## config.mk

```make
export PLATFORM = sky130hd
export DESIGN_NAME = vpid_hist
export DESIGN_NICKNAME = d
export VERILOG_FILES = /design/src/design/velocity_pid_controller_top_defines.svh /design/src/design/vpid_pkg.sv /design/src/design/vpid_hist.sv
export SDC_FILE = /design/constraint.sdc
export NUM_CORES = 1
export LEC_CHECK = 0
export ABC_AREA = 1
export BUFFER_PORTS_ARGS = -buffer_cell sky130_fd_sc_hd__buf_2
export CAP_MARGIN = 20
export CORE_MARGIN = 2
export CORE_UTILIZATION = 32
export CTS_CLUSTER_DIAMETER = 40
export DETAILED_ROUTE_END_ITERATION = 8
export GPL_TIMING_DRIVEN = 0
export PLACE_DENSITY_LB_ADDON = 0.05
export SYNTH_ARGS = -nofsm -noshare
export SYNTH_HDL_FRONTEND = slang
export SYNTH_SLANG_ARGS = --single-unit
export TNS_END_PERCENT = 1
```

## constraint.sdc

```tcl
create_clock -name clk -period 6.35 [get_ports clk]
set_clock_uncertainty 0.2 [all_clocks]
set_input_delay 1.27 -clock clk [delete_from_list [all_inputs] [get_ports clk]]
set_output_delay 1.27 -clock clk [all_outputs]
set_load 0.01 [all_outputs]
```

## src/design/velocity_pid_controller_top_defines.svh

```systemverilog
// Assertion macros for the velocity PID controller.
`ifndef VELOCITY_PID_CONTROLLER_TOP_DEFINES_SVH
`define VELOCITY_PID_CONTROLLER_TOP_DEFINES_SVH

`ifndef SYNTHESIS

// Same-cycle implication.
`define VPT_ASSERT_IMPL(lbl, ante, cons, msg) \
  lbl: assert property (@(posedge clk) disable iff (rst) (ante) |-> (cons)) \
    else $error(msg);

// Next-cycle implication.
`define VPT_ASSERT_NEXT(lbl, ante, cons, msg) \
  lbl: assert property (@(posedge clk) disable iff (rst) (ante) |=> (cons)) \
    else $error(msg);

`else

`define VPT_ASSERT_IMPL(lbl, ante, cons, msg)
`define VPT_ASSERT_NEXT(lbl, ante, cons, msg)

`endif

`endif

```

## src/design/vpid_pkg.sv

```systemverilog
// Shared types and constants for the velocity PID controller.
package vpid_pkg;

  localparam int DATA_W    = 32;
  localparam int LIMIT_W   = 31;
  localparam int CFG_IDX_W = 2;
  localparam int NUM_PROD  = 6;

  // product slots
  localparam int P_KP_E   = 0;
  localparam int P_KI_E   = 1;
  localparam int P_KP_EP  = 2;
  localparam int P_KD_X   = 3;
  localparam int P_KD_XP  = 4;
  localparam int P_KD_XPP = 5;

  typedef logic signed [DATA_W-1:0] word_t;

  localparam word_t WORD_MIN = word_t'({1'b1, {(DATA_W-1){1'b0}}});
  localparam word_t WORD_MAX = word_t'({1'b0, {(DATA_W-1){1'b1}}});

  typedef enum logic [1:0] {
    FUNC_STEP     = 2'd0,
    FUNC_ERR_ONLY = 2'd1,
    FUNC_RESET    = 2'd2,
    FUNC_HOLD     = 2'd3
  } func_t;

  typedef enum logic [CFG_IDX_W-1:0] {
    CFG_GAIN_P = 2'd0,
    CFG_GAIN_I = 2'd1,
    CFG_GAIN_D = 2'd2,
    CFG_LIMIT  = 2'd3
  } cfg_idx_t;

  typedef struct packed {
    word_t kp;
    word_t ki;
    word_t kd;
  } gains_t;

  typedef struct packed {
    func_t func;
    word_t err;
    word_t plant;
    word_t err_prev;
    word_t plant_prev;
    word_t plant_prev2;
  } operands_t;

endpackage

```

## src/design/vpid_hist.sv

```systemverilog
// Input register and error / plant history.
module vpid_hist (
  input  logic              clk,
  input  logic              rst,
  input  logic              in_valid,
  output logic              ready,
  input  vpid_pkg::func_t   func,
  input  vpid_pkg::word_t   err,
  input  vpid_pkg::word_t   plant,
  output logic              valid,
  input  logic              next_ready,
  output vpid_pkg::operands_t ops
);
  import vpid_pkg::*;

  word_t last_error, last_error_next;
  word_t plant_last, plant_last_next;
  word_t plant_before, plant_before_next;
  word_t plant_eff;
  logic  load;

  assign ready = !valid || next_ready;
  assign load  = in_valid && ready;

  always_comb begin
    if (func == FUNC_ERR_ONLY) begin
      plant_eff = (err == WORD_MIN) ? WORD_MAX : -err;
    end else begin
      plant_eff = plant;
    end
  end

  always_comb begin
    last_error_next   = last_error;
    plant_last_next   = plant_last;
    plant_before_next = plant_before;
    case (func)
      FUNC_STEP, FUNC_ERR_ONLY: begin
        last_error_next   = err;
        plant_last_next   = plant_eff;
        plant_before_next = plant_last;
      end
      FUNC_RESET: begin
        last_error_next   = '0;
        plant_last_next   = plant;
        plant_before_next = plant;
      end
      default: begin
      end
    endcase
  end

  always_ff @(posedge clk) begin
    if (rst) begin
      valid        <= 1'b0;
      last_error   <= '0;
      plant_last   <= '0;
      plant_before <= '0;
    end else begin
      if (load) begin
        valid        <= 1'b1;
        last_error   <= last_error_next;
        plant_last   <= plant_last_next;
        plant_before <= plant_before_next;
      end else if (next_ready) begin
        valid <= 1'b0;
      end
    end
  end

  // operands see history as it was before this item
  always_ff @(posedge clk) begin
    if (load) begin
      ops.func        <= func;
      ops.err         <= err;
      ops.plant       <= plant_eff;
      ops.err_prev    <= last_error;
      ops.plant_prev  <= plant_last;
      ops.plant_prev2 <= plant_before;
    end
  end

endmodule

```

==> impl_metrics.tcl <==
set metrics [dict create \
    synth_top_area_cell "edfxtp_1" \
    fin_crit_sh_pct 49.1 \
    core_area_sq_um 30700 \
    async_flop_share_pct 0 \
    start_util_pct 32.6 \
    antenna_cells 0 \
    pre_cts_slack_ns 2.94 \
    synth_nets 992 \
    area_growth_pct 31.7 \
    yosysUniqueCellTypes 36 \
    final_cells 1630 \
    drtPass1Iterations 4 \
    first_global_vias 7425 \
    tightestPinTransition_ns 0.772 \
    io_buffers 233 \
    p_comb_share_pct 8.4 \
    cpMostUsedCell "buf_2" \
    peakVddDrop_mv 0.188 \
    outcome "finished, final reports clean" \
    drv_slew 0 \
    die_x_um 181 \
    fmax_ghz 0.321 \
    nFillCells 3079 \
    avgSynthCellArea_sq_um 10.9 \
    netlist_instances 921 \
    relSlewSlack_pct 48.5 \
    die_area_sq_um 32700 \
    grt_setup_unrepaired "false" \
    final_nets 1271 \
    setup_ws_ns 3.23 \
    path_cells "buf_2 > inv_2 > nand2_1 > buf_2" \
    p_leak_nw 5.49 \
    cp-start-kind "input port" \
    p_sw_share_pct 24.5 \
    setup_viol 0 \
    grt_pass1_wl_mm 44.9 \
    drc_errors 0 \
    clkTransAtPathRegs_ns 0.05 \
    wire_per_inst_um 18.2 \
    synth_common_cells "nand2_1, edfxtp_1, dfxtp_1" \
    max_stage_delay_ns 0.15 \
    hpwl_mm 21.2 \
    cts_made_buffers 43 \
    worstRegToRegCells 5 \
    cts-root-buf "clkbuf_16" \
    drt_wl_total_mm 29.7 \
    gp_congestion 0.757 \
    die_h_um 181 \
    whs_path_depth 0 \
    crit_family "buffers and inverters" \
    ff2ff_setup_slack_ns 4.02 \
    synth_top_area_share_pct 48.6 \
    cts.htree.levels 2 \
    postCtsSetupRepairBufs 0 \
    via_per_inst 4.56 \
    cts_tree "done" \
    cp_slowest_cell "buf_2" \
    drive_gt1_share_pct 29.2 \
    syn_area_sq_um 10000 \
    ys.flop_type "edfxtp_1" \
    period_needed_ns 3.12 \
    seqPwrFrac_pct 41.8 \
    drtAntennaViolNets 0 \
    grt_max_degree 99 \
    grt_overflow 0 \
    cts.sinks 259 \
    rows 64 \
    crit_fanout 2 \
    antenna_found_initial 0 \
    hold_violations 0 \
    max-clock-path-buffers 3 \
    clk_latency_ns 0.52 \
    synth_seq_cells 259 \
    required_ns 4.88 \
    end_kind "primary output" \
    post_cts_resized 0 \
    vias 7434 \
    pwr-share-clk_pct 49.9 \
    drv_cap 0 \
    critical_path_class "input port to primary output" \
    grt_usage_pct 18.1 \
    power.net_switching_mw 1.15 \
    cp_data_arrival_time_ns 1.65 \
    timing.critical_path.buf_inv 3 \
    cp.depth 4 \
    io_pins 234 \
    setup_tns_ns 0 \
    drt_first_iter_violations 442 \
    postCtsHoldBufs 0 \
    numPlacedInstances 1551 \
    yosysSeqAreaShare_pct 68.0 \
    p_int_mw 3.56 \
    p_per_area_nw_per_um2 357 \
    yosys-top-cells-area "edfxtp_1, dfxtp_1, nand2_1" \
    synth_edf_count 162 \
    ys_warn_count 0 \
    hold_class "register to register" \
    yosysMostFrequentCell "nand2_1" \
]
kinds of logic after synthesis:
family	count (synthesis)	synth area share [%]
AO/OA/AOI/OAI	183	11.0
XOR/XNOR	19	1.66
buffers and inverters	129	5.31
adder cells (fa/ha/maj)	1	0.125
flip-flops	259	68.0
AND/OR/NAND/NOR	330	13.9
state kept, by name (all words and copies together), names as in the netlist:
signal        count
ops             162
plant_last       32
plant_before     32
valid             1
last_error       32
placed cells by master (no fill, tap or decap), drive strengths merged:
cell	synthesis	layout
a31oi	28	28
xnor2	3	3
clkbuf	29	79
inv	85	91
clkinvlp	0	6
bufinv	0	4
edfxtp	162	162
buf	15	249
a21oi	59	59
o21bai	5	5
o22ai	10	10
clkinv	0	13
nand3	53	53
nand4	1	1
xor2	16	16
or2	4	4
nor2	60	60
dfxtp	97	97
a21boi	3	3
o21ai	62	62
ha	1	1
o21a	16	16
nand2	212	212
per-stage QoR:
step                      instance area, sq um  power (mW)  hold slack [ns]  utilization (%)
after global placement                   11700        2.41            0.207             38.0
after detailed placement                 11700        2.40            0.210             38.2
after global routing                     13200        4.89            0.237             43.0
final                                    13200        4.71            0.217             43.0
after floorplan                          10000        2.21            0.203                -
after CTS                                13200        4.76            0.218             43.0
worst register-to-register path: cells and delay by family (launching register included):
kind	cells	cell delay, ns
buf+inv	2	1.06
compound gates	2	0.48
flops	1	0.35
simple gates	1	0.17
layout make-up:
| type | count | area, sq um | area share, % |
|---|---|---|---|
| Sequential cell | 259 | 6810 | 51.6 |
| Multi-Input combinational cell | 533 | 2670 | 20.2 |
| Timing Repair Buffer | 234 | 1190 | 9.06 |
| Clock buffer | 50 | 1170 | 8.91 |
| Tap cell | 396 | 495 | 3.76 |
| Inverter | 85 | 319 | 2.42 |
| Clock inverter | 29 | 300 | 2.28 |
| Buffer | 44 | 223 | 1.69 |
power groups by stage:
stage	clock, mW	sequential (mW)	combinational [mW]
final	2.35	1.97	0.394
after global routing	2.47	1.98	0.437
after CTS	2.39	1.97	0.402
after detailed placement	0	2.00	0.401
after global placement	0	2.01	0.397
after floorplan	0	2.04	0.169
path summary, 6_finish.rpt:
path,from,endpoint
worst max-delay path,next_ready,ready
worst min-delay path,plant_before[31],ops[31]
worst max register to register,valid,last_error[5]
worst min register to register,plant_before[31],ops[31]
routing by layer:
layer,part of all wire [%],global-route usage (%),vias up
met5,0,0,-
met3,6.6,4.82,45
li1,-,-,3702
met1,46,24.8,3484
met2,46,28.4,203
met4,1.9,4.52,0
Note: power is estimated with default switching activity, not from simulation.
