===== src/design/velocity_pid_controller_top_defines.svh =====
// Assertion macros for the velocity PID controller.
`ifndef VELOCITY_PID_CONTROLLER_TOP_DEFINES_SVH
`define VELOCITY_PID_CONTROLLER_TOP_DEFINES_SVH

`ifndef SYNTHESIS

// Same-cycle implication.
`define VPT_ASSERT_IMPL(lbl, ante, cons, msg) \
  lbl: assert property (@(posedge clk) disable iff (rst) (ante) |-> (cons)) \
    else $error(msg);

// Next-cycle implication.
`define VPT_ASSERT_NEXT(lbl, ante, cons, msg) \
  lbl: assert property (@(posedge clk) disable iff (rst) (ante) |=> (cons)) \
    else $error(msg);

`else

`define VPT_ASSERT_IMPL(lbl, ante, cons, msg)
`define VPT_ASSERT_NEXT(lbl, ante, cons, msg)

`endif

`endif


===== src/design/vpid_pkg.sv =====
// Shared types and constants for the velocity PID controller.
package vpid_pkg;

  localparam int DATA_W    = 32;
  localparam int LIMIT_W   = 31;
  localparam int CFG_IDX_W = 2;
  localparam int NUM_PROD  = 6;

  // product slots
  localparam int P_KP_E   = 0;
  localparam int P_KI_E   = 1;
  localparam int P_KP_EP  = 2;
  localparam int P_KD_X   = 3;
  localparam int P_KD_XP  = 4;
  localparam int P_KD_XPP = 5;

  typedef logic signed [DATA_W-1:0] word_t;

  localparam word_t WORD_MIN = word_t'({1'b1, {(DATA_W-1){1'b0}}});
  localparam word_t WORD_MAX = word_t'({1'b0, {(DATA_W-1){1'b1}}});

  typedef enum logic [1:0] {
    FUNC_STEP     = 2'd0,
    FUNC_ERR_ONLY = 2'd1,
    FUNC_RESET    = 2'd2,
    FUNC_HOLD     = 2'd3
  } func_t;

  typedef enum logic [CFG_IDX_W-1:0] {
    CFG_GAIN_P = 2'd0,
    CFG_GAIN_I = 2'd1,
    CFG_GAIN_D = 2'd2,
    CFG_LIMIT  = 2'd3
  } cfg_idx_t;

  typedef struct packed {
    word_t kp;
    word_t ki;
    word_t kd;
  } gains_t;

  typedef struct packed {
    func_t func;
    word_t err;
    word_t plant;
    word_t err_prev;
    word_t plant_prev;
    word_t plant_prev2;
  } operands_t;

endpackage


===== src/design/vpid_sum.sv =====
// Sums the scaled products into one drive increment.
module vpid_sum #(
  parameter int FRAC_BITS = 16
) (
  input  logic            clk,
  input  logic            rst,
  input  logic            in_valid,
  output logic            ready,
  input  vpid_pkg::func_t in_func,
  input  logic signed [2*vpid_pkg::DATA_W-FRAC_BITS-1:0] prod [vpid_pkg::NUM_PROD],
  output logic            valid,
  input  logic            next_ready,
  output vpid_pkg::func_t func,
  output logic signed [2*vpid_pkg::DATA_W-FRAC_BITS+2:0] inc
);
  import vpid_pkg::*;

  localparam int PW = 2 * DATA_W - FRAC_BITS;
  localparam int IW = PW + 3;

  logic signed [IW-1:0] inc_next;
  logic                 load;

  assign ready = !valid || next_ready;
  assign load  = in_valid && ready;

  assign inc_next = IW'(prod[P_KP_E]) + IW'(prod[P_KI_E]) - IW'(prod[P_KP_EP])
                  - IW'(prod[P_KD_X]) + (IW'(prod[P_KD_XP]) <<< 1)
                  - IW'(prod[P_KD_XPP]);

  always_ff @(posedge clk) begin
    if (rst) begin
      valid <= 1'b0;
    end else if (load) begin
      valid <= 1'b1;
    end else if (next_ready) begin
      valid <= 1'b0;
    end
  end

  always_ff @(posedge clk) begin
    if (load) begin
      func <= in_func;
      inc  <= inc_next;
    end
  end

endmodule


===== config.mk =====
export PLATFORM = sky130hd
export DESIGN_NAME = vpid_sum
export DESIGN_NICKNAME = d
export VERILOG_FILES = /design/src/design/velocity_pid_controller_top_defines.svh /design/src/design/vpid_pkg.sv /design/src/design/vpid_sum.sv
export SDC_FILE = /design/constraint.sdc
export NUM_CORES = 1
export LEC_CHECK = 0
export ABC_CLOCK_PERIOD_IN_PS = 5680
export BUFFER_PORTS_ARGS = -buffer_cell sky130_fd_sc_hd__buf_2
export CAP_MARGIN = 20
export CORE_ASPECT_RATIO = 0.6
export CORE_MARGIN = 4
export CORE_UTILIZATION = 53
export CTS_CLUSTER_SIZE = 8
export DETAILED_ROUTE_END_ITERATION = 10
export PLACE_DENSITY = 0.85
export SETUP_SLACK_MARGIN = 0.3
export SYNTH_ARGS = -nofsm -noshare
export SYNTH_HDL_FRONTEND = slang
export SYNTH_SLANG_ARGS = --single-unit

===== constraint.sdc =====
create_clock -name clk -period 5.68 [get_ports clk]
set_clock_uncertainty 0.2 [all_clocks]
set_input_delay 0.568 -clock clk [delete_from_list [all_inputs] [get_ports clk]]
set_output_delay 0.568 -clock clk [all_outputs]
set_load 0.05 [all_outputs]

==> qor.yml, run 1 <==
grt_pass1_vias: 8473
fin_crit_sh_pct: 89.4
slew_violations: 0
seq_area_mm2: 0.00161
pin_count: 349
slew_headroom_pct: 48.0
diodes: 0
hold_violations: 0
yosysSeqAreaShare_pct: 16.2
finalPower_w: 0.00679
hold_path.class: "in2reg"
drv_cap: 0
crit_chain: "buf_2, fa_1, fa_1, inv_1, fa_1, inv_1, ha_1, fa_1, a211oi_1, o211ai_1, a21oi_1, o211ai_1, a21o_1, a21oi_1, o21bai_1, xor2_1"
clockRootBuffer: "clkbuf_16"
dp.cells: 1646
arrival_ns: 4.92
cpPeakStageDelay_ns: 0.55
synth.ff_latch_count: 54
final.setup.tns_ns: 0
coreArea_mm2: 0.0182
cp_top_family: "adder cells"
antenna_found_initial: 1
ir_drop_v: 0.000303
syn_nets: 1617
clock_sinks: 54
regToRegSetupSlack_ns: 3.91
hold_start: "rst"
initial_core_util_pct: 54.6
dr.pass1.iters: 5
synth_cell_types: 56
yosysMostFrequentCell: "inv_1"
synth_edf_count: 53
post-dp-hpwl_um: 23700
dr_total_vias: 8319
avgSynthCellArea_um2: 9.23
synth_top_cell_by_area: "fa_1"
fin_crit_ns: 5.08
post_cts_buffers: 0
yosys_most_used_dff: "edfxtp_1"
die_h_um: 114
worstMarginPinSlew_ns: 0.779
syn_inst: 1077
hold-path-cell-count: 2
setup_violations: 0
synth_common_cells: "390 x inv_1, 194 x fa_1, 66 x a21oi_1, 53 x edfxtp_1, 52 x ha_1"
clockBufferDepth: 2
r2r-start: "valid"
totalWireLength_um: 26200
max_freq_ghz: 0.197
crit_buf_inv: 3
h-tree-depth: 2
power_density_mw_per_mm2: 563
yosys_warnings: 0
worstSetupStartpointType: "primary input"
via_per_inst: 5.03
multi_input_area_mm2: 0.00675
p_leak_nw: 6.73
r2r-end: "inc[25]"
netlist_area_mm2: 0.00994
post_drt_wl_per_cell_um: 15.9
final_nets: 1953
cp_max_fo: 4
dieArea_mm2: 0.0211
drive_gt1_share_pct: 26.2
grt_max_degree: 54
syn_to_final_growth_pct: 21.5
rsz0062_at_grt: "false"
fillers: 1451
io_buffer_count: 348
gp_congestion: 0.902
fin_cells: 1654
synthArstFlopShare_pct: 0
clock_latency_ns: 0.30
drt_iter0_drc: 584
crit_top_cell: "fa_1"
grt_first_pass_wirelength_um: 41300
die_w_um: 185
clkTransAtPathRegs_ns: 0.08
gr-total-overflow: 0
std_cell_rows: 38
grtUsageTotal_pct: 24.9
ant_nets: 0
status: "completed"
hold_path_end: "valid"
slowest_stage: "fa_1"
reg2reg_depth: 3
yosysTopAreaCellShare_pct: 39.1
cts_hold_buf: 0
cts_tree: "built"
endpoint_kind: "flop"
required_ns: 5.52
drcViolationCount: 0
netlist_top_cells_area: "fa_1 39%, edfxtp_1 16%, inv_1 15%, ha_1 6.5%, a21oi_1 3.3%"
crit_type: "in2reg"
cts_buffers: 5
cts_resized: 0
cells by family after synthesis:
family | count (synthesis) | share of synthesized area, %
flops | 54 | 16.2
xor+xnor | 45 | 3.97
buf+inv | 414 | 15.9
mux | 1 | 0.101
fa+ha+maj | 246 | 45.6
simple gates | 144 | 7.15
compound gates | 173 | 11.1
how the worst max path moves through the flow:
stage	to	startpoint	slack (ns)	depth (start not counted)
global placement	inc[37]	prod[48]	0.48	16
CTS	inc[37]	prod[48]	0.68	16
finish	inc[37]	prod[48]	0.60	16
global route	inc[47]	prod[48]	0.36	16
floorplan	inc[37]	prod[48]	0.94	15
detailed placement	inc[37]	prod[48]	0.40	16
power breakdown:
part	switching (W)	internal (W)
Clock	0.000164	0.000209
Combinational	0.00353	0.00196
Sequential	0.0000536	0.000875
Total	0.00374	0.00305
layer usage:
metal  routed length, um  GRT usage [%]  vias up
met5                  13              0        -
met4                 207           2.98        2
met3                2640           5.84       23
met2               12000           39.8      368
met1               11300           36.3     4005
li1                    -              -     3921
final cells by class:
type	count	share of cell area, %
Multi-Input combinational cell	609	55.9
Timing Repair Buffer	352	14.7
Sequential cell	54	13.4
Inverter	391	12.2
Tap cell	240	2.49
Clock buffer	6	1.07
Clock inverter	2	0.311
cell usage in the layout (no fill, tap or decap), types with 2 or more instances in the layout:
| cell | Yosys | routed |
|---|---|---|
| a2111oi_0 | 2 | 2 |
| a211oi_1 | 3 | 3 |
| a21boi_0 | 2 | 2 |
| a21o_1 | 23 | 23 |
| a21oi_1 | 66 | 66 |
| a311oi_1 | 3 | 3 |
| a31o_2 | 3 | 3 |
| a31oi_1 | 2 | 2 |
| a41oi_1 | 5 | 5 |
| and2_1 | 5 | 4 |
| and3_1 | 9 | 9 |
| buf_2 | 3 | 348 |
| buf_4 | 4 | 4 |
| clkbuf_16 | 0 | 5 |
| edfxtp_1 | 53 | 53 |
| fa_1 | 194 | 194 |
| ha_1 | 52 | 52 |
| inv_1 | 390 | 390 |
| nand2_1 | 40 | 40 |
| nand2b_1 | 7 | 7 |
| nand3_1 | 10 | 10 |
| nand3b_1 | 2 | 2 |
| nand4_1 | 15 | 15 |
| nor2_1 | 33 | 33 |
| nor2b_1 | 4 | 4 |
| nor3_1 | 8 | 8 |
| nor4_1 | 3 | 3 |
| o211ai_1 | 6 | 6 |
| o21a_1 | 2 | 2 |
| o21ai_0 | 30 | 30 |
| o21bai_1 | 12 | 12 |
| o22ai_1 | 2 | 2 |
| o31ai_1 | 2 | 2 |
| or3_1 | 2 | 2 |
| xnor2_1 | 26 | 26 |
| xor2_1 | 19 | 19 |
sequential cells by signal, indices dropped and copies added, names as in the netlist:
name	cells
inc	51
func	2
valid	1
stage by stage:
step	util, %	setup slack [ns]	hold slack (ns)	cell area [um2]
2_1_floorplan	-	0.944	0.437	9940
3_3_place_gp	65.4	0.479	0.304	11900
3_5_place_dp	65.4	0.398	0.306	11900
4_1_cts	66.3	0.679	0.203	12100
5_1_grt	66.3	0.361	0.221	12100
6_report	66.3	0.605	0.206	12100
worst register-to-register path: cells and delay by family (launching register included):
family | cells | cell delay [ns]
buffers and inverters | 1 | 0.61
flip-flops | 1 | 0.32
AND/OR/NAND/NOR | 2 | 0.24
No activity file was read; power rests on OpenSTA's default activity.
==> inputs of run 2 (changes only) <==
--- a/config.mk
+++ b/config.mk
@@ -13,7 +13,7 @@
 export CORE_UTILIZATION = 53
 export CTS_CLUSTER_SIZE = 8
 export DETAILED_ROUTE_END_ITERATION = 10
-export PLACE_DENSITY = 0.85
+export PLACE_DENSITY = 0.88
 export SETUP_SLACK_MARGIN = 0.3
 export SYNTH_ARGS = -nofsm -noshare
 export SYNTH_HDL_FRONTEND = slang
==> qor.yml, run 2 (synthesis gave the netlist of run 1 again) <==
pin_count: 349
switching_power_w: 0.00376
cts_resized: 0
multi_input_area_mm2: 0.00675
p_leak_nw: 6.72
dieArea_mm2: 0.0211
endpoint_kind: "flop"
cts_tree: "built"
reg.largest.list: "inc x51, func x2, valid x1"
fillers: 1469
fin_crit_ns: 5.14
p_int_w: 0.00304
worstSetupStartpointType: "primary input"
ant_nets: 0
die_h_um: 114
clockBufferDepth: 2
status: "completed"
drcViolationCount: 0
regToRegSetupSlack_ns: 3.85
seq_area_mm2: 0.00161
max_freq_ghz: 0.195
final.setup.tns_ns: 0
crit_type: "in2reg"
slew_violations: 0
cpPeakStageDelay_ns: 0.55
h-tree-depth: 2
std_cell_rows: 38
cp-startpoint: "prod[48]"
dr_total_vias: 8290
cts_buffers: 5
grtUsageTotal_pct: 25.3
final_common_cell: "inv_1"
post_drt_wl_per_cell_um: 16.3
clkTransAtPathRegs_ns: 0.08
grt_first_pass_wirelength_um: 42000
comb_power_share_pct: 80.7
rsz0062_at_grt: "false"
final_util_pct: 66.3
ir_drop_v: 0.000333
drive_gt1_share_pct: 26.2
final_nets: 1953
via_per_inst: 5.01
cp.depth: 16
grt_pass1_vias: 8526
p_sw_share_pct: 55.3
worstMarginPinSlew_ns: 0.767
crit_top_cell: "fa_1"
clock_sinks: 54
r2r-start: "valid"
finalPower_w: 0.00680
dpl_cell_area_mm2: 0.0119
reg2reg_depth: 3
clockRootBuffer: "clkbuf_16"
clock_latency_ns: 0.30
arrival_ns: 4.98
critPathCapture: "inc[37]"
largest_reg_flops: 51
setup_violations: 0
slowest_stage: "fa_1"
antenna_found_initial: 1
crit_chain: "buf_2, fa_1, fa_1, inv_1, fa_1, inv_1, ha_1, fa_1, a211oi_1, o211ai_1, a21oi_1, o211ai_1, a21o_1, a21oi_1, o21bai_1, xor2_1"
cp_max_fo: 4
grt_max_degree: 52
hold_path.class: "in2reg"
dr.pass1.iters: 5
gp_congestion: 0.909
die_w_um: 185
syn_to_final_growth_pct: 21.5
post-dp-hpwl_um: 24200
io_buffer_count: 348
cp_top_family: "adder cells"
gr-total-overflow: 0
seq_power_share_pct: 13.7
totalWireLength_um: 27000
slew_headroom_pct: 48.8
post_cts_buffers: 0
r2r-end: "inc[38]"
top_register: "inc"
fin_crit_sh_pct: 90.5
power_density_mw_per_mm2: 564
whs_ns: 0.213
coreArea_mm2: 0.0182
drt_iter0_drc: 659
hold_violations: 0
initial_core_util_pct: 54.6
required_ns: 5.53
cts_hold_buf: 0
clockPowerShare_pct: 5.5
crit_buf_inv: 3
mostFrequentLayoutCells: "390 x inv_1, 348 x buf_2, 194 x fa_1, 66 x a21oi_1, 53 x edfxtp_1"
fin_area_mm2: 0.0121
drv_cap: 0
==> run 2: cell types whose count changed in the layout (fill, tap and decap cells not counted) <==
cell	before	now
diode_2	0	1
==> run 2: worst register-to-register path, cell delays in order (launching register included) <==
cell and delay (ns):
dfxtp_1 0.32, nand2b_1 0.12, and2_2 0.19, buf_4 0.59
==> run 2: area by class of cell <==
cell class                      count  area share [%]
Multi-Input combinational cell    609            55.9
Timing Repair Buffer              352            14.7
Sequential cell                    54            13.3
Inverter                          391            12.2
Tap cell                          240            2.49
Clock buffer                        6            1.07
Clock inverter                      2           0.311
Antenna cell                        1          0.0207
==> run 2: per-layer routing <==
layer	GRT usage (%)	wire length [um]	share of wire (%)
met5	0	0	0
met4	3.86	322	1.2
met3	4.48	2400	8.9
met2	40.1	12300	46
met1	37.8	11900	44
==> run 2: metrics by stage <==
stage / worst slack [ns] / cells
after detailed placement: 0.279 / 1646
after global placement: 0.474 / 1646
after floorplan: 0.944 / 1077
after global routing: 0.337 / 1655
after CTS: 0.582 / 1654
final: 0.542 / 1655
==> run 2: how the worst min path moves through the flow <==
| stage | endpoint | cells past startpoint | slack [ns] | startpoint |
|---|---|---|---|---|
| floorplan | valid | 1 | 0.44 | rst |
| global placement | valid | 2 | 0.32 | valid |
| global route | valid | 2 | 0.21 | rst |
| finish | valid | 2 | 0.21 | rst |
| CTS | valid | 2 | 0.21 | rst |
| detailed placement | valid | 2 | 0.34 | valid |
==> run 2: power groups by stage <==
stage	combinational (W)	clock [W]	sequential, W
after floorplan	0.00335	0	0.00162
after global placement	0.00528	0	0.000935
after detailed placement	0.00539	0	0.000938
after CTS	0.00543	0.000380	0.000933
after global routing	0.00599	0.000396	0.000948
final	0.00549	0.000377	0.000935
