[src/design/velocity_pid_controller_top_defines.svh]
// Assertion macros for the velocity PID controller.
`ifndef VELOCITY_PID_CONTROLLER_TOP_DEFINES_SVH
`define VELOCITY_PID_CONTROLLER_TOP_DEFINES_SVH

`ifndef SYNTHESIS

// Same-cycle implication.
`define VPT_ASSERT_IMPL(lbl, ante, cons, msg) \
  lbl: assert property (@(posedge clk) disable iff (rst) (ante) |-> (cons)) \
    else $error(msg);

// Next-cycle implication.
`define VPT_ASSERT_NEXT(lbl, ante, cons, msg) \
  lbl: assert property (@(posedge clk) disable iff (rst) (ante) |=> (cons)) \
    else $error(msg);

`else

`define VPT_ASSERT_IMPL(lbl, ante, cons, msg)
`define VPT_ASSERT_NEXT(lbl, ante, cons, msg)

`endif

`endif

[src/design/vpid_pkg.sv]
// Shared types and constants for the velocity PID controller.
package vpid_pkg;

  localparam int DATA_W    = 32;
  localparam int LIMIT_W   = 31;
  localparam int CFG_IDX_W = 2;
  localparam int NUM_PROD  = 6;

  // product slots
  localparam int P_KP_E   = 0;
  localparam int P_KI_E   = 1;
  localparam int P_KP_EP  = 2;
  localparam int P_KD_X   = 3;
  localparam int P_KD_XP  = 4;
  localparam int P_KD_XPP = 5;

  typedef logic signed [DATA_W-1:0] word_t;

  localparam word_t WORD_MIN = word_t'({1'b1, {(DATA_W-1){1'b0}}});
  localparam word_t WORD_MAX = word_t'({1'b0, {(DATA_W-1){1'b1}}});

  typedef enum logic [1:0] {
    FUNC_STEP     = 2'd0,
    FUNC_ERR_ONLY = 2'd1,
    FUNC_RESET    = 2'd2,
    FUNC_HOLD     = 2'd3
  } func_t;

  typedef enum logic [CFG_IDX_W-1:0] {
    CFG_GAIN_P = 2'd0,
    CFG_GAIN_I = 2'd1,
    CFG_GAIN_D = 2'd2,
    CFG_LIMIT  = 2'd3
  } cfg_idx_t;

  typedef struct packed {
    word_t kp;
    word_t ki;
    word_t kd;
  } gains_t;

  typedef struct packed {
    func_t func;
    word_t err;
    word_t plant;
    word_t err_prev;
    word_t plant_prev;
    word_t plant_prev2;
  } operands_t;

endpackage

[src/design/vpid_drive.sv]
// Drive accumulator with symmetric clamp; also the result register.
module vpid_drive #(
  parameter int FRAC_BITS = 16
) (
  input  logic                           clk,
  input  logic                           rst,
  input  logic                           in_valid,
  output logic                           ready,
  input  vpid_pkg::func_t                func,
  input  logic signed [2*vpid_pkg::DATA_W-FRAC_BITS+2:0] inc,
  input  logic [vpid_pkg::LIMIT_W-1:0]   limit,
  output logic                           out_valid,
  input  logic                           out_stall,
  output vpid_pkg::word_t                drive
);
  import vpid_pkg::*;

  localparam int IW = 2 * DATA_W - FRAC_BITS + 3;
  localparam int AW = IW + 1;

  logic signed [AW-1:0] acc, lim, lim_neg;
  word_t                drive_next;
  logic                 load;

  assign ready = !out_valid || !out_stall;
  assign load  = in_valid && ready;

  assign acc     = AW'(drive) + AW'(inc);
  assign lim     = $signed(AW'(limit));
  assign lim_neg = -lim;

  always_comb begin
    case (func)
      FUNC_STEP, FUNC_ERR_ONLY: begin
        if (acc > lim) begin
          drive_next = word_t'(lim[DATA_W-1:0]);
        end else if (acc < lim_neg) begin
          drive_next = word_t'(lim_neg[DATA_W-1:0]);
        end else begin
          drive_next = word_t'(acc[DATA_W-1:0]);
        end
      end
      FUNC_RESET: drive_next = '0;
      default:    drive_next = drive;
    endcase
  end

  // drive is both the kept state and the output payload
  always_ff @(posedge clk) begin
    if (rst) begin
      out_valid <= 1'b0;
      drive     <= '0;
    end else if (load) begin
      out_valid <= 1'b1;
      drive     <= drive_next;
    end else if (!out_stall) begin
      out_valid <= 1'b0;
    end
  end

endmodule
[config.mk]
export PLATFORM = sky130hd
export DESIGN_NAME = vpid_drive
export DESIGN_NICKNAME = d
export VERILOG_FILES = /design/src/design/velocity_pid_controller_top_defines.svh /design/src/design/vpid_pkg.sv /design/src/design/vpid_drive.sv
export SDC_FILE = /design/constraint.sdc
export NUM_CORES = 1
export LEC_CHECK = 0
export BUFFER_PORTS_ARGS = -buffer_cell sky130_fd_sc_hd__buf_4
export CORE_UTILIZATION = 23
export CTS_BUF_LIST = sky130_fd_sc_hd__clkbuf_16
export DETAILED_ROUTE_END_ITERATION = 8
export SLEW_MARGIN = 40
export SYNTH_ARGS = -nofsm -noshare
export SYNTH_HDL_FRONTEND = slang
export SYNTH_SLANG_ARGS = --single-unit
[constraint.sdc]
create_clock -name clk -period 5.9 [get_ports clk]
set_input_delay 1.18 -clock clk [delete_from_list [all_inputs] [get_ports clk]]
set_output_delay 1.18 -clock clk [all_outputs]
set_load 0.1 [all_outputs]
==> reports/results.ini, run 1 <==
[status]
status=finished with violations
violations=setup timing

[power]
pwr-share-seq_pct=12.5
pwr_density_cell_nw_per_um2=164
switching_share_pct=48.3
p_int_w=0.00111
comb_power_share_pct=75.1
power_switching_w=0.00104
leakagePower_nw=6.06
clockPowerShare_pct=12.4
finalPower_w=0.00214
ir_worst_vdd_v=0.000112

[finish]
fin_area_um2=13000
mostFrequentLayoutCell=buf_4
drive_gt1_share_pct=39.5
nFillCells=3595
final-seq-area_um2=662
multiInputGateArea_um2=7860
layout_common_cells=buf_4 (409), ha_1 (120), a21oi_1 (99)
final_util_pct=37.7
finalNetCount=1744
syn_to_final_growth_pct=61.2

[die]
start_util_pct=23.4
chipWidth_um=189
ios=122
core_area_um2=34500
placementRows=68
die_area_um2=35900
dieHeight_um=189

[routing]
wl_per_cell_um=18.5
drc=0
via_count=10500
drtPass1Iterations=5
via_per_inst=5.30
wl_um=36600
ant_nets=0
dr.first_iter.drc_count=771

[placed_design]
gp_congestion=0.945
port_buffers=121
place_area_um2=11700
dpl.hpwl_um=29300

[setup_path]
max_stage_delay_ns=0.59
cpMaxStageDelayCell=or4_4
path_class=in -> reg
worstPathArrival_ns=6.55
crit_path_frequent_cell=buf_6
reg2regPathDepth=28
critPathMaxFanout=5
cp.required_ns=6.13
critPathCaptureType=flip-flop
cp-start-kind=input pin

[clock_tree]
cts-buffers-inserted=5
clock_latency_ns=0.29
cts_hold_buffers=0
clkSinkCount=33
cts_tree=built
clock_path_buffers=2
path_clk_slew_ns=0.06
cts-htree-levels=2
cts_root_buffer=clkbuf_16

[timing]
hold_slack_ns=0.520
final_max_slew_viol_count=0
clock.fmax_ghz=0.158
setup_viol=32
worst_slew_pin_slew_ns=0.732
setup_tns_ns=-10.04
period_needed_ns=6.31
finalWorstSetupSlack_ns=-0.415
hold_violations=0
rsz0062_at_grt=true
fin_crit_sh_pct=107
max-slew-margin-rel_pct=50.9
skew_ns=0.00656

[yosys]
synth_edf_count=0
synth.distinct_cells=81
synth_area_um2=8080
synth_nets=1344
synth_ff_type=dfxtp_1
seq_area_frac_synth_pct=8.17
netlist_instances=1122
synth_seq_cells=33
yosysWarningCount=0
syn-mean-instance-area_um2=7.20
async_flop_share_pct=0

[grt]
antenna_found_initial=0
grt_start_max_net_pins=35
first_global_vias=10000
grt_pass1_wl_um=54500
grt-ovfl-total=0
track_usage_pct=19.4

[flow_run]
max_cap_viol_count=0

[min_path]
whs_path_depth=2
hp-class=reg -> reg

==> flip-flops by register name (all words and copies together) (netlist names) <==
signal     cells
drive         32
out_valid      1
==> cell usage after synthesis, types with 5 or more instances <==
| master | instances | share of area (%) |
|---|---|---|
| nand2_1 | 97 | 4.5 |
| nand3_1 | 32 | 2.0 |
| o31ai_1 | 15 | 1.4 |
| nor4_1 | 16 | 1.2 |
| o211ai_1 | 13 | 1.2 |
| inv_1 | 72 | 3.3 |
| a31oi_1 | 6 | 0.46 |
| or3_1 | 10 | 0.77 |
| a21o_1 | 36 | 3.3 |
| and2_1 | 7 | 0.54 |
| ha_1 | 133 | 21 |
| buf_6 | 5 | 0.70 |
| a21oi_1 | 121 | 7.5 |
| nand4_1 | 31 | 2.4 |
| a221oi_1 | 24 | 2.6 |
| nand2b_1 | 11 | 0.85 |
| xor2_1 | 20 | 2.2 |
| xnor2_1 | 50 | 5.4 |
| nor2_1 | 79 | 3.7 |
| o21ai_1 | 5 | 0.31 |
| mux2i_1 | 10 | 1.2 |
| dfxtp_1 | 33 | 8.2 |
| clkbuf_1 | 29 | 1.3 |
| or4_1 | 6 | 0.56 |
| o311ai_1 | 17 | 1.8 |
| nor3_1 | 34 | 2.1 |
| a211oi_1 | 8 | 0.74 |
| a211o_1 | 10 | 1.1 |
| a32oi_1 | 5 | 0.54 |
| nor2b_1 | 9 | 0.70 |
| buf_2 | 11 | 0.68 |
| o21bai_1 | 11 | 1.0 |
| and3_1 | 10 | 0.77 |
| o21a_1 | 7 | 0.65 |
| o21ai_0 | 60 | 3.7 |
==> worst paths after layout <==
path,end,from,slack (ns)
setup reg to reg,drive[0],drive[0],0.08
hold / removal,out_valid,out_valid,0.52
hold reg to reg,out_valid,out_valid,0.52
setup / recovery,drive[0],inc[0],-0.41
==> power groups by stage <==
stage	combinational [W]	sequential, W	clock (W)
after detailed placement	0.00142	0.000270	0
after global placement	0.00140	0.000270	0
after CTS	0.00152	0.000266	0.000271
after floorplan	0.000711	0.000387	0
after global routing	0.00173	0.000268	0.000277
final	0.00161	0.000267	0.000267
==> kinds of logic (layout without fill, tap and decap cells) <==
group                    Yosys count  count (layout)  share of synthesized area, %
AO/OA/AOI/OAI                    391             392                          33.2
AND/OR/NAND/NOR                  359             360                          22.1
adder cells (fa/ha/maj)          134             134                          20.8
buffers and inverters            121             520                          6.28
XOR/XNOR                          70              70                          7.58
flip-flops                        33              33                          8.17
multiplexers                      14              14                          1.80
other                              0               1                             0
==> per-stage QoR <==
step                      setup WS, ns  std cells
final                           -0.415       1979
after global routing            -0.589       1978
after CTS                       -0.340       1963
after detailed placement         -1.17       1934
after global placement           -1.13       1934
after floorplan                0.00900       1122
==> routing by layer <==
layer | track usage (%) | part of all wire, %
met5 | 0 | 0
met4 | 5.83 | 2.5
met3 | 2.04 | 6.5
met2 | 32.1 | 47
met1 | 26.2 | 44
==> final cells by class <==
type | count | share of cell area [%]
Antenna cell | 1 | 0.0192
Clock buffer | 5 | 0.960
Clock inverter | 3 | 0.106
Inverter | 72 | 2.07
Multi-Input combinational cell | 970 | 60.3
Sequential cell | 33 | 5.08
Tap cell | 455 | 4.37
Timing Repair Buffer | 440 | 27.1
==> worst max-delay path, delay by kind of cell <==
family / cells / cell delay [ns]
buffers and inverters: 8 / 0.92
adder cells (fa/ha/maj): 3 / 0.76
AO/OA/AOI/OAI: 10 / 1.91
AND/OR/NAND/NOR: 8 / 1.77
==> repair_timing <==
item,CTS,global route
buffers inserted,18,15
pin swaps,45,47
resized for setup,104,71
endpoints found under the setup margin,32,32
gates cloned,3,1
(Power assumes the default switching activity.)
==> run 2, diff against run 1 <==
- ABC_AREA: unset -> 1
- ABC_CLOCK_PERIOD_IN_PS: unset -> 5900
==> run 2 against run 1 <==
Compared with the run above: the flow now finishes without violations; critical endpoint is now drive[19]; synthesized area increased by 7.3%; clock skew increased by 0.0015 ns; wire length decreased by 2.8%.
==> reports/results.ini, run 2 <==
[status]
status=finished clean

[grt]
track_usage_pct=18.2
grt_start_max_net_pins=34
first_global_vias=9785
antenna_found_initial=0
grt_pass1_wl_um=54100
grt-ovfl-total=0

[clock_tree]
cts-htree-levels=2
cts_tree=built
cts_root_buffer=clkbuf_16
path_clk_slew_ns=0.06
cts-buffers-inserted=5
clkSinkCount=33
cts_setup_buffers=0
clock_latency_ns=0.28
clock_path_buffers=2

[yosys]
synth.area.mux_share_pct=0
synth_top_family_by_area=simple AND/OR/NAND/NOR gates
synth_edf_count=0
synth_top_area_cell=ha_1
syn-mean-instance-area_um2=5.71
seq_area_frac_synth_pct=7.62
synth_seq_cells=33
synth_area_um2=8670
synthAdderAreaFrac_pct=19.4
netlist_top_cells_count=nand2_1 (343), inv_1 (249), nor2_1 (159), nand3_1 (149), ha_1 (133)
yosysWarningCount=0
async_flop_share_pct=0
synthTopCellsByArea=ha_1 (19%), nand2_1 (15%), inv_1 (11%)
synth_nets=1740
synth_ff_type=dfxtp_1
synthDominantCellAreaShare_pct=19.2
synth_compound_gate_area_share_pct=15.3
synth.distinct_cells=47
netlist_instances=1518
synth_xor_area_share_pct=6.16
synth.most_common_cell=nand2_1
synthSimpleGateAreaFrac_pct=38.0

[die]
chipWidth_um=196
ios=122
die_area_um2=38500
placementRows=70
core_area_um2=36900
start_util_pct=23.5
dieHeight_um=196

[timing]
max-slew-margin-rel_pct=52.9
period_needed_ns=5.40
final_max_slew_viol_count=0
skew_ns=0.00807
setup_viol=0
setup_tns_ns=0
finalWorstSetupSlack_ns=0.504
clock.fmax_ghz=0.185
worst_slew_pin_slew_ns=0.706
hold_violations=0
hold_slack_ns=0.498
fin_crit_sh_pct=91.5
rsz0062_at_grt=false

[setup_path]
crit_buf_inv=4
worstPathArrival_ns=5.55
cp-start-kind=input pin
r2r_start=drive[31]
crit_family=simple AND/OR/NAND/NOR gates
critPathCaptureType=flip-flop
path_class=in -> reg
critPathMaxFanout=18
cp.required_ns=6.05
startpoint=inc[34]
cpMaxStageDelayCell=nor4_1
max_stage_delay_ns=0.52

[finish]
mostFrequentLayoutCell=nand2_1
diodes=0
regMostFlops=drive
fin_area_um2=10600
nFillCells=4159
finalNetCount=1881
syn_to_final_growth_pct=22.8
largest_register_ffs=32
reg_top3=drive: 32 flops, out_valid: 1 flops
drive_gt1_share_pct=12.9
layout_common_cells=nand2_1 (343), inv_1 (249), buf_4 (159)

[routing]
wl_um=35600
drc=0
drtPass1Iterations=6
via_count=10400
via_per_inst=4.79
wl_per_cell_um=16.5
ant_nets=0
dr.first_iter.drc_count=841

[flow_run]
max_cap_viol_count=0

[power]
finalPower_w=0.00185
leakagePower_nw=5.64
ir_worst_vdd_v=0.0000923
pwr_density_cell_nw_per_um2=174

[placed_design]
place_area_um2=10400
gp_congestion=0.982
dpl.hpwl_um=31300
port_buffers=121
post-place-ws_ns=0.139

[min_path]
hp-class=reg -> reg
min_from=drive[0]

run 2: cells by family after synthesis:
family / count (synthesis)
compound gates: 246
xor+xnor: 61
fa+ha+maj: 134
buf+inv: 292
flops: 33
simple gates: 752
run 2: cell type report:
class / instances / area [µm²] / area share, %
multi-input combinational: 1193 / 6890 / 64.7
timing repair buffer: 164 / 1290 / 12.1
inverter: 262 / 983 / 9.24
sequential: 33 / 661 / 6.20
tap: 504 / 631 / 5.92
clock buffer: 5 / 125 / 1.17
clock inverter: 3 / 65.1 / 0.611
run 2: repair_timing:
item | 4_1_cts | 5_1_grt
hold buffers | 0 | 0
endpoints found under the setup margin | 0 | 32
gates resized for setup | 0 | 6
run 2: per-stage QoR:
stage          cells  util, %
6_report        2164     28.9
5_1_grt         2164     28.9
4_1_cts         2164     28.8
3_5_place_dp    2156     28.3
3_3_place_gp    2156     28.3
2_1_floorplan   1518        -
run 2: metal layers:
metal | GRT usage, % | wire, µm | share of wire, %
met1 | 24.9 | 16700 | 47
met2 | 30.1 | 16000 | 45
met3 | 1.68 | 2090 | 5.9
met4 | 5.27 | 924 | 2.6
met5 | 0 | 0 | 0
run 2: worst paths after layout:
kind | to | slack, ns | cells past startpoint
worst max register to register | drive[19] | 0.68 | 25
worst max-delay path | drive[19] | 0.50 | 25
worst min-delay path | drive[0] | 0.50 | 2
worst min register to register | drive[0] | 0.50 | 2
run 2: power by group:
part / switching (W) / total [W] / internal, W
clock network: 0.000100 / 0.000341 / 0.000241
registers: 0.0000297 / 0.000270 / 0.000240
logic: 0.000816 / 0.00124 / 0.000423
total: 0.000946 / 0.00185 / 0.000904
run 2: worst register-to-register path, delay by kind of cell, from the launching register on:
family | cells | cell delay, ns
AO/OA/AOI/OAI | 1 | 0.05
XOR/XNOR | 1 | 0.27
adder cells (fa/ha/maj) | 2 | 0.73
buffers and inverters | 5 | 0.70
flip-flops | 1 | 0.77
AND/OR/NAND/NOR | 16 | 2.59
